### src/hdl/sacl_ram.sv
// Generic synchronous RAM with one write port and one registered read port.
`timescale 1ns / 1ps
module sacl_ram #(
  parameter int WIDTH = 8,
  parameter int DEPTH = 16,
  localparam int AW = (DEPTH > 1) ? $clog2(DEPTH) : 1
) (
  input  logic             clk,
  input  logic             we,
  input  logic [AW-1:0]    waddr,
  input  logic [WIDTH-1:0] wdata,
  input  logic [AW-1:0]    raddr,
  output logic [WIDTH-1:0] rdata
);

  logic [WIDTH-1:0] mem [DEPTH];

  always_ff @(posedge clk) begin
    if (we) begin
      mem[waddr] <= wdata;
    end
    rdata <= mem[raddr];
  end

endmodule

### config.mk
export PLATFORM = sky130hd
export DESIGN_NAME = sacl_ram
export DESIGN_NICKNAME = d
export VERILOG_FILES = /design/src/hdl/sacl_ram.sv
export SDC_FILE = /design/constraint.sdc
export NUM_CORES = 1
export LEC_CHECK = 0
export BUFFER_PORTS_ARGS = -buffer_cell sky130_fd_sc_hd__buf_2
export CAP_MARGIN = 20
export CELL_PAD_IN_SITES_DETAIL_PLACEMENT = 0
export CELL_PAD_IN_SITES_GLOBAL_PLACEMENT = 1
export CORE_AREA = 2 2 147 77
export DETAILED_ROUTE_END_ITERATION = 12
export DIE_AREA = 0 0 149 79
export GPL_ROUTABILITY_DRIVEN = 0
export HOLD_SLACK_MARGIN = 0.12
export PLACE_DENSITY_LB_ADDON = 0.25
export SLEW_MARGIN = 10
export SYNTH_ARGS = -nofsm -noshare
export SYNTH_HDL_FRONTEND = slang
export SYNTH_SLANG_ARGS = --single-unit
### constraint.sdc
create_clock -name clk -period 5.5 [get_ports clk]
set_clock_uncertainty 0.1 [all_clocks]
set_input_delay 0.55 -clock clk [delete_from_list [all_inputs] [get_ports clk]]
set_output_delay 0.55 -clock clk [all_outputs]
set_load 0.02 [all_outputs]
# Yosys cells after proc, flatten, opt, wreduce, memory -nomap -nowiden
# Memory sizes are Yosys's and may differ from the RTL's. A register that Yosys moved wholly into a read port is not among the register bits.
# Cells that the tools add are included.
# W data, S select, Z words.
dict set report totals {
  regBits 0
  mem_bits_rw 128
  in_bits 18
  output_inout_bits 8
  word_cells 3
  mem_count 1
}
dict set report op_classes {
  n_mux 2
}
# memory depth word_bits rd rd_ports_with_merged_regs write_ports line_no
set mem_list {}
lappend mem_list {mem 16 8 1 1 1 16} ;# logic [WIDTH-1:0] mem [DEPTH];
# operator n
set ops {}
lappend ops {{$mux W1} 2}

# Longest topological paths before layout
dict set report logic_depth {
  word_depth 2
  ltp_mapped 5
}

# Worst setup path after synthesis
# No wires, ideal clock.
dict set report synth_path {
  kind {in2reg}
  startpoint {in waddr[2]}
  endpoint {mem mem[0][0] (enable)}
  setup_time_ns 0.383
  t_arrival_ns 1.660
  path_slack_ns 3.357
  path_stages 2
  path_cell_list {or3b_2 nor3_1}
}
# item line_no
set synth_rtl {}
lappend synth_rtl {{start, declared} 10} ;# input logic [AW-1:0] waddr,
lappend synth_rtl {{end, declared} 16}
# Straight into the memory's write port.

# Worst setup path after layout
dict set report layout_path {
  startpoint {in waddr[2]}
  endpoint {mem mem[1][2] (enable)}
}
# Straight into the memory's write port.

==> reports/metrics.cfg <==
[logic_synthesis]
async_reset_ff_share_pct = 0
yosysTopAreaCellShare_pct = 74.7
synth_ff_type = edfxtp_1
synth.net_count = 247
synth_edf_count = 128
synthTopCellsByCount = edfxtp_1, mux4_2, a22oi_1
avgSynthCellArea_um2 = 22.5
yosysTopAreaCell = edfxtp_1
seq_area_frac_synth_pct = 77.8
synth_area_leaders = edfxtp_1, mux4_2, mux4_1
ys_ff_latch = 136
synth_most_common_cell = edfxtp_1
synth_area_mm2 = 0.00515
synthCells = 229
synth_cell_type_count = 19
yosysWarnings = 0

[cts]
cts_sinks = 136
post-cts-setup-buffers = 0
cts_hold_buffers = 0
path_clk_slew_ps = 60
clockBufferDepth = 2
ctsResizeCount = 0
cts_buffers = 17
htreeDepth = 4
clk_latency_ps = 410
root_buffer = clkbuf_16
cts_tree = done

[routing]
drtIter0Drc = 248
wire_per_inst_um = 23.4
drc_errors = 0
num_vias = 2359
via_per_inst = 5.56
postRouteAntennaNets = 0
first_pass_iters = 4
wl_um = 9940

[floorplanning]
die_w_um = 149
rows = 27
core_region_area_mm2 = 0.0106
dieArea_mm2 = 0.0118
io_pins = 26
start_util_pct = 48.5
die_h_um = 79

[cells_and_area]
nets = 284
num_antenna_cells = 0
post_route_cells_drive_above_1_share_pct = 26.9
utilization_pct = 56.0
syn_to_final_growth_pct = 15.3

[global_routing]
gr-total-overflow = 0
grt_pass1_vias = 2425
grt_pass1_wl_um = 15200
grt_max_degree = 33
grt_usage_pct = 18.9
antenna_found_initial = 0

[timing]
finalSetupViolCount = 0
rsz0062_at_grt = false
layout_worst_path_cycle_share_pct = 35.6
maxSlewViolCount = 0
setup-tns-final_ps = 0
min_period_ps = 1960
fmax_ghz = 0.510
tightest_slew_ps = 1020
maxSlewHeadroom_pct = 32.0
finalHoldViolCount = 0

[setup_path]
crit_required_ps = 5430
reg2reg_depth = 3
endpoint_kind = register
r2r_slack_ps = 4050
cp.arrival_ps = 1890
cp-start-kind = primary input
r2r_end = rdata[0]
cp_max_fo = 8
critPathKind = primary input to register
r2r_start = mem[1][0]

[power]
p_int_mw = 1.81
powerDensity_mw_per_mm2 = 385
switching_share_pct = 20.5
max-vdd-ir-drop_v = 0.000202
power_frac_seq_pct = 51.1
combPwrFrac_pct = 4.8
power.switching_mw = 0.469
p_leak_nw = 1.97
power_frac_clock_pct = 44.1

[job]
drv_cap = 0

[worst_hold_path]
min_to = mem[2][7]
min_path_type = primary input to register
holdPathStages = 1
hp-start = wdata[7]

[placement]
portBuffers = 25
dp_hpwl_um = 6150

[outcome]
outcome = completed

==> final cells by class <==
cell class / instances / area (um^2)
timing repair buffer: 28 / 160
tap: 145 / 181
clock buffer: 21 / 440
multi-input combinational: 83 / 1070
fill: 819 / 4670
sequential: 136 / 4000
clock inverter: 11 / 82.6
==> logic make-up after synthesis <==
logic type,share of synthesized area (%)
and+or+nand+nor,3.18
AOI/OAI and AO/OA,2.33
muxes,15.0
DFF,77.8
buffers and inverters,1.68
==> power by group through the flow <==
stage	Combinational (mW)	Sequential, mW	Clock (mW)
floorplan	0.0588	1.19	0
global route	0.121	1.17	1.07
detailed placement	0.110	1.19	0
global placement	0.108	1.19	0
finish	0.111	1.17	1.01
CTS	0.111	1.17	1.02
==> worst max-delay path by stage <==
stage	end	startpoint	cells after the start
2_1_floorplan	mem[0][0]	waddr[2]	2
3_3_place_gp	mem[0][2]	waddr[2]	3
3_5_place_dp	rdata[0]	raddr[0]	4
4_1_cts	rdata[0]	raddr[0]	4
5_1_grt	rdata[0]	raddr[0]	5
6_report	mem[1][2]	waddr[2]	3
==> metrics by stage <==
stage | instances | power, mW | instance area, um^2 | hold WS, ps | setup WS [ps]
after floorplan | 229 | 1.25 | 5150 | 529 | 3360
after global placement | 391 | 1.30 | 5390 | 550 | 2720
after detailed placement | 391 | 1.30 | 5390 | 562 | 2820
after CTS | 423 | 2.30 | 5920 | 417 | 3250
after global routing | 424 | 2.36 | 5940 | 433 | 3430
final | 424 | 2.28 | 5940 | 425 | 3540
==> per-layer routing <==
layer  global-route usage (%)  vias to the layer above  wire length [um]
li1                         -                     1048                 -
met1                     28.8                     1219              4660
met2                     26.2                       90              4350
met3                     4.66                        2               896
met4                     8.00                        0                26
met5                        0                        -                 0
==> critical path, cell delays in order <==
cell and delay (ps):
buf_2 120, or3b_2 530, nor2_1 690
==> sequential cells by signal (all words and copies together) (netlist names) <==
register,cells
mem,128
rdata,8
==> placed cells by master, fill, tap and decap left out, drive strengths merged <==
| cell | n |
|---|---|
| edfxtp | 128 |
| mux4 | 32 |
| buf | 28 |
| clkbuf | 21 |
| a22oi | 16 |
| nor2 | 13 |
| nand2 | 9 |
| dfxtp | 8 |
| clkinv | 8 |
| nor3 | 4 |
| nand3b | 2 |
| nand2b | 2 |
| clkinvlp | 2 |
| nor2b | 1 |
| and2 | 1 |
| and2b | 1 |
| nand3 | 1 |
| or3b | 1 |
| bufinv | 1 |
Power figures use the tool's default switching activity.
