<file path="config.mk">
export PLATFORM = sky130hd
export DESIGN_NAME = sacl_victim
export DESIGN_NICKNAME = d
export VERILOG_FILES = /design/src/hdl/sacl_pkg.sv /design/src/hdl/sacl_victim.sv
export SDC_FILE = /design/constraint.sdc
export NUM_CORES = 1
export LEC_CHECK = 0
export BUFFER_PORTS_ARGS = -buffer_cell sky130_fd_sc_hd__buf_4
export CAP_MARGIN = 10
export CORE_MARGIN = 4
export CORE_UTILIZATION = 58
export DETAILED_ROUTE_END_ITERATION = 7
export PLACE_DENSITY = 0.95
export SLEW_MARGIN = 10
export SYNTH_ARGS = -nofsm -noshare
export SYNTH_HDL_FRONTEND = slang
export SYNTH_SLANG_ARGS = --single-unit
</file>
<file path="constraint.sdc">
create_clock -name vclk -period 39.9
set_input_delay 11.97 -clock vclk [all_inputs]
set_output_delay 11.97 -clock vclk [all_outputs]
set_load 0.01 [all_outputs]
</file>
<file path="src/hdl/sacl_pkg.sv">
// Package with the constants and codes of the set-associative cache simulator.
`timescale 1ns / 1ps
package sacl_pkg;

  localparam int MAX_SET_BITS_DEF = 8;
  localparam int MAX_WAYS_DEF     = 8;
  localparam int ADDR_BITS_DEF    = 48;

  localparam int AGE_W   = 32;
  localparam int CNT_W   = 32;
  localparam int PADDR_W = 4;
  localparam int PDATA_W = 32;

  localparam logic [1:0] REQ_LOAD   = 2'd0;
  localparam logic [1:0] REQ_STORE  = 2'd1;
  localparam logic [1:0] REQ_MODIFY = 2'd2;
  localparam logic [1:0] REQ_UNUSED = 2'd3;

  localparam logic [1:0] OUT_HIT   = 2'd0;
  localparam logic [1:0] OUT_MISS  = 2'd1;
  localparam logic [1:0] OUT_EVICT = 2'd2;

  localparam logic [1:0] REG_SET_BITS    = 2'd0;
  localparam logic [1:0] REG_WAYS_IN_USE = 2'd1;
  localparam logic [1:0] REG_BLOCK_BITS  = 2'd2;

  localparam logic [3:0] SET_BITS_RST    = 4'd4;
  localparam logic [3:0] WAYS_IN_USE_RST = 4'd1;
  localparam logic [4:0] BLOCK_BITS_RST  = 5'd4;

endpackage

</file>
<file path="src/hdl/sacl_victim.sv">
// Comparator tree that picks the least recently used way of a set.
`timescale 1ns / 1ps
module sacl_victim #(
  parameter int NWAYS = 8,
  localparam int WAY_W = (NWAYS > 1) ? $clog2(NWAYS) : 1,
  localparam int PAD = 1 << $clog2(NWAYS)
) (
  input  logic [NWAYS*sacl_pkg::AGE_W-1:0] age_gap,
  input  logic [NWAYS-1:0]                 in_use,
  output logic [WAY_W-1:0]                 victim
);

  logic                      nd_ok  [1:2*PAD-1];
  logic [sacl_pkg::AGE_W-1:0] nd_d  [1:2*PAD-1];
  logic [WAY_W-1:0]          nd_i   [1:2*PAD-1];

  for (genvar g = 0; g < PAD; g++) begin : g_leaf
    if (g < NWAYS) begin : g_real
      assign nd_ok[PAD+g] = in_use[g];
      assign nd_d[PAD+g]  = age_gap[g*sacl_pkg::AGE_W +: sacl_pkg::AGE_W];
      assign nd_i[PAD+g]  = WAY_W'(g);
    end else begin : g_pad
      assign nd_ok[PAD+g] = 1'b0;
      assign nd_d[PAD+g]  = '0;
      assign nd_i[PAD+g]  = '0;
    end
  end

  for (genvar n = 1; n < PAD; n++) begin : g_node
    logic take_r;
    assign take_r = nd_ok[2*n+1] && (!nd_ok[2*n] || (nd_d[2*n+1] > nd_d[2*n]));
    assign nd_ok[n] = nd_ok[2*n] || nd_ok[2*n+1];
    assign nd_d[n]  = take_r ? nd_d[2*n+1] : nd_d[2*n];
    assign nd_i[n]  = take_r ? nd_i[2*n+1] : nd_i[2*n];
  end

  assign victim = nd_i[1];

endmodule

</file>
### After elaboration in Yosys (flattened, before gate mapping)

Cells that the tools add are included.

| cells by class | value |
|---|---|
| muxes and demuxes | 13 |
| order comparisons | 7 |
| reduce and logical (&&, ||, !) cells | 27 |

Operator list:

| operator | count |
|---|---|
| $gt 32x32->1 | 7 |
| $mux 32 | 6 |
| $logic_or 1x1->1 | 13 |
| $mux 3 | 3 |
| $logic_and 1x1->1 | 7 |
| $logic_not 1->1 | 7 |
| $mux 1 | 4 |

| word-level totals | value |
|---|---|
| register bits | 0 |
| word-level logic and storage cells | 47 |
| output and inout port bits | 3 |

### Logic depth before layout (Yosys ltp)

| depth | value |
|---|---|
| word-level depth | 12 |
| gate-level depth with buffers | 29 |
| mapped depth without buffers | 25 |

### Worst setup path after synthesis

Ideal clock, no wire load.

| timing path | value |
|---|---|
| path kind | in2out |
| start point | input port age_gap[78] in the netlist's numbering |
| end point | output port victim[0] |
| stages | 25 |
| arrival time | 17.551 ns |
| setup slack | 10.379 ns |
| required time | 27.930 ns |
| path through | inv_1 -> ha_1 -> a21oi_2 -> nand2_1 -> a221o_1 -> o31a_1 -> o211ai_4 -> buf_8 -> mux2i_1 -> inv_1 -> ha_1 -> a21oi_1 -> o21a_1 -> o2bb2ai_1 -> o41a_1 -> o21ai_1 -> buf_2 -> mux2_2 -> ha_1 -> nand4_1 -> or2_2 -> nor3_1 -> o41ai_1 -> a21boi_0 -> mux2_2 |

| between the ends | value |
|---|---|
| longest elaborated chain between the ends | 12 |

RTL lines:

| what | RTL line | source |
|---|---|---|
| start, declared | sacl_victim.sv:8 | `input logic [NWAYS*sacl_pkg::AGE_W-1:0] age_gap,` |
| $gt 32x32->1 | sacl_victim.sv:31 | `assign take_r = nd_ok[2*n+1] && (!nd_ok[2*n] \|\| (nd_d[2*n+1] > nd_d[2*n]));` |
| $logic_or 1x1->1 | sacl_victim.sv:31 |  |
| $logic_and 1x1->1 | sacl_victim.sv:31 |  |
| $mux 32 (*) | sacl_victim.sv:33 | `assign nd_d[n] = take_r ? nd_d[2*n+1] : nd_d[2*n];` |
| $gt 32x32->1 | sacl_victim.sv:31 |  |
| $logic_or 1x1->1 | sacl_victim.sv:31 |  |
| $logic_and 1x1->1 | sacl_victim.sv:31 |  |
| $mux 32 (*) | sacl_victim.sv:33 |  |
| $gt 32x32->1 (*) | sacl_victim.sv:31 |  |
| $logic_or 1x1->1 (*) | sacl_victim.sv:31 |  |
| $logic_and 1x1->1 (*) | sacl_victim.sv:31 |  |
| named net g_node[1].take_r | sacl_victim.sv:30 | `logic take_r;` |
| $mux 3 (*) | sacl_victim.sv:34 | `assign nd_i[n] = take_r ? nd_i[2*n+1] : nd_i[2*n];` |
| end, declared | sacl_victim.sv:10 | `output logic [WAY_W-1:0] victim` |

The timed path passes the listed nets; every way through them passes the cells marked *.

### Worst setup path after layout

| timing path | value |
|---|---|
| start point | input port age_gap[215] in the netlist's numbering |
| end point | output port victim[0] |

| between the ends | value |
|---|---|
| longest elaborated chain between the ends | 12 |

RTL lines:

| what | RTL line |
|---|---|
| $gt 32x32->1 | sacl_victim.sv:31 |
| $logic_or 1x1->1 | sacl_victim.sv:31 |
| $logic_and 1x1->1 | sacl_victim.sv:31 |
| $mux 32 | sacl_victim.sv:33 |
| $gt 32x32->1 | sacl_victim.sv:31 |
| $logic_or 1x1->1 | sacl_victim.sv:31 |
| $logic_and 1x1->1 | sacl_victim.sv:31 |
| $mux 32 | sacl_victim.sv:33 |
| $gt 32x32->1 | sacl_victim.sv:31 |
| $logic_or 1x1->1 | sacl_victim.sv:31 |
| $logic_and 1x1->1 | sacl_victim.sv:31 |
| $mux 3 (*) | sacl_victim.sv:34 |

Every way passes the cells marked *; elsewhere a longest branch is shown, timed or not.

==> results.json <==
{
  "status": "finished clean",
  "drive_gt1_share_pct": 25.1,
  "grt_pass1_vias": 8552,
  "layoutNonFillerInstCount": 1425,
  "yosys_warnings": 0,
  "final_cell_mix": "273 x buf_4, 224 x ha_1, 195 x inv_1, 161 x mux2i_1, 82 x a21oi_1",
  "vias": 8413,
  "dp_cells": 1425,
  "tns_ns": 0,
  "cts_resized": 0,
  "setup_viol": 0,
  "synth_area_um2": 7850,
  "route.detailed.drc": 0,
  "cp.required_ns": 27.93,
  "place_congestion": 1.00,
  "fmax_ghz": 0.0318,
  "rsz0062_at_grt": "no",
  "synth_cell_types": 50,
  "n_clock_buffer": 0,
  "start_util_pct": 59.3,
  "grt_first_pass_wirelength_um": 39600,
  "n_fill_cell": 982,
  "die_h_um": 124,
  "chipWidth_um": 124,
  "overflow": 0,
  "port_buffers": 267,
  "die_area_um2": 15500,
  "avgSynthCellArea_um2": 7.86,
  "crit_buf_inv": 6,
  "slew_viol_final": 0,
  "post_cts_buffers": 0,
  "dr.pass1.iters": 6,
  "finalCritPeriodShare_pct": 78.9,
  "finalHoldViolCount": 0,
  "worstSetupPathType": "input port to output pin",
  "start_kind": "input port",
  "syn2layout_area_growth_pct": 26.6,
  "syn-num-nets": 1486,
  "max-cap-violations": 0,
  "end_kind": "output pin",
  "ant_nets": 0,
  "regArea_um2": 0,
  "critPathMaxStageDelay_ns": 0.60,
  "drt_iter0_markers": 452,
  "routedWlPerCell_um": 17.3,
  "nNetsFinal": 1739,
  "io-pin-count": 267,
  "grt_max_degree": 34,
  "finalPower_mw": 0.154,
  "holdBufCountCts": 0,
  "cellPowerDensity_nw_per_um2": 15.5,
  "hp-class": "input port to output pin",
  "worstPathArrival_ns": 19.51,
  "seq_cells": 0,
  "cp_top_family": "simple AND/OR/NAND/NOR gates",
  "n_antenna_cell": 0,
  "slew_headroom_pct": 44.7,
  "p_leak_nw": 6.03,
  "final_common_cell": "buf_4",
  "cp_common_cell": "buf_4",
  "antenna_found_initial": 0,
  "rows": 42,
  "tightest_slew_ns": 0.830,
  "drt_wl_total_um": 24600,
  "slowest_stage": "a211o_1",
  "seq_area_frac_synth_pct": 0,
  "via_per_inst": 5.90,
  "core_region_area_um2": 13200,
  "crit_fanout": 19,
  "holdWs_ns": 24.66,
  "synthCells": 998,
  "groute.usage.overall_pct": 30.0,
  "dpl.hpwl_um": 22400,
  "max-vdd-ir-drop_v": 0.00000821,
  "period_minus_slack_ns": 31.48
}
==> cells in the mapped netlist (10+ instances only) <==
cell | number | area share [%]
nand2_1 | 38 | 1.8
o21ai_0 | 18 | 1.1
inv_1 | 195 | 9.3
nor3_1 | 10 | 0.64
mux2i_1 | 161 | 21
mux2_2 | 30 | 4.3
nand3_1 | 23 | 1.5
nor2_1 | 25 | 1.2
a21o_1 | 21 | 2.0
ha_1 | 224 | 36
a21oi_1 | 82 | 5.2
o211ai_1 | 11 | 1.1
nand4_1 | 51 | 4.1
==> layout make-up <==
cell class,count,area (um2),area share (%)
Multi-Input combinational cell,781,6940,69.8
Timing Repair Buffer,273,2050,20.6
Inverter,195,732,7.37
Tap cell,176,220,2.22
==> metrics by stage <==
step,util (%),cell area (um2),setup WS [ns]
6_report,75.0,9940,8.42
5_1_grt,75.0,9940,7.99
4_1_cts,75.0,9940,8.56
3_5_place_dp,75.0,9940,8.56
3_3_place_gp,75.0,9940,8.88
2_1_floorplan,-,7850,10.38
==> layer usage <==
layer | part of all wire (%) | vias up | GRT usage, %
li1 | - | 4145 | -
met1 | 42 | 3849 | 37.4
met2 | 47 | 357 | 53.6
met3 | 7.1 | 62 | 4.50
met4 | 3.2 | 0 | 8.06
met5 | 0 | - | 0
==> path summary, 6_finish.rpt <==
check	cells after the start	slack, ns	to	startpoint
setup / recovery	27	8.42	victim[0]	age_gap[215]
hold / removal	5	24.66	victim[0]	in_use[5]
==> where the power goes <==
group | internal, mW | switching, mW | leakage, nW
Sequential | 0 | 0 | 0
Combinational | 0.0747 | 0.0790 | 6.03
Clock | 0 | 0 | 0
Total | 0.0747 | 0.0790 | 6.03
==> cells by family after synthesis <==
logic type	count (synthesis)	synth area share [%]
buffers and inverters	217	11.9
and+or+nand+nor	179	11.9
adders and majority gates	224	35.7
muxes	194	25.4
AOI/OAI and AO/OA	184	15.0
No activity file was read; power rests on OpenSTA's default activity.
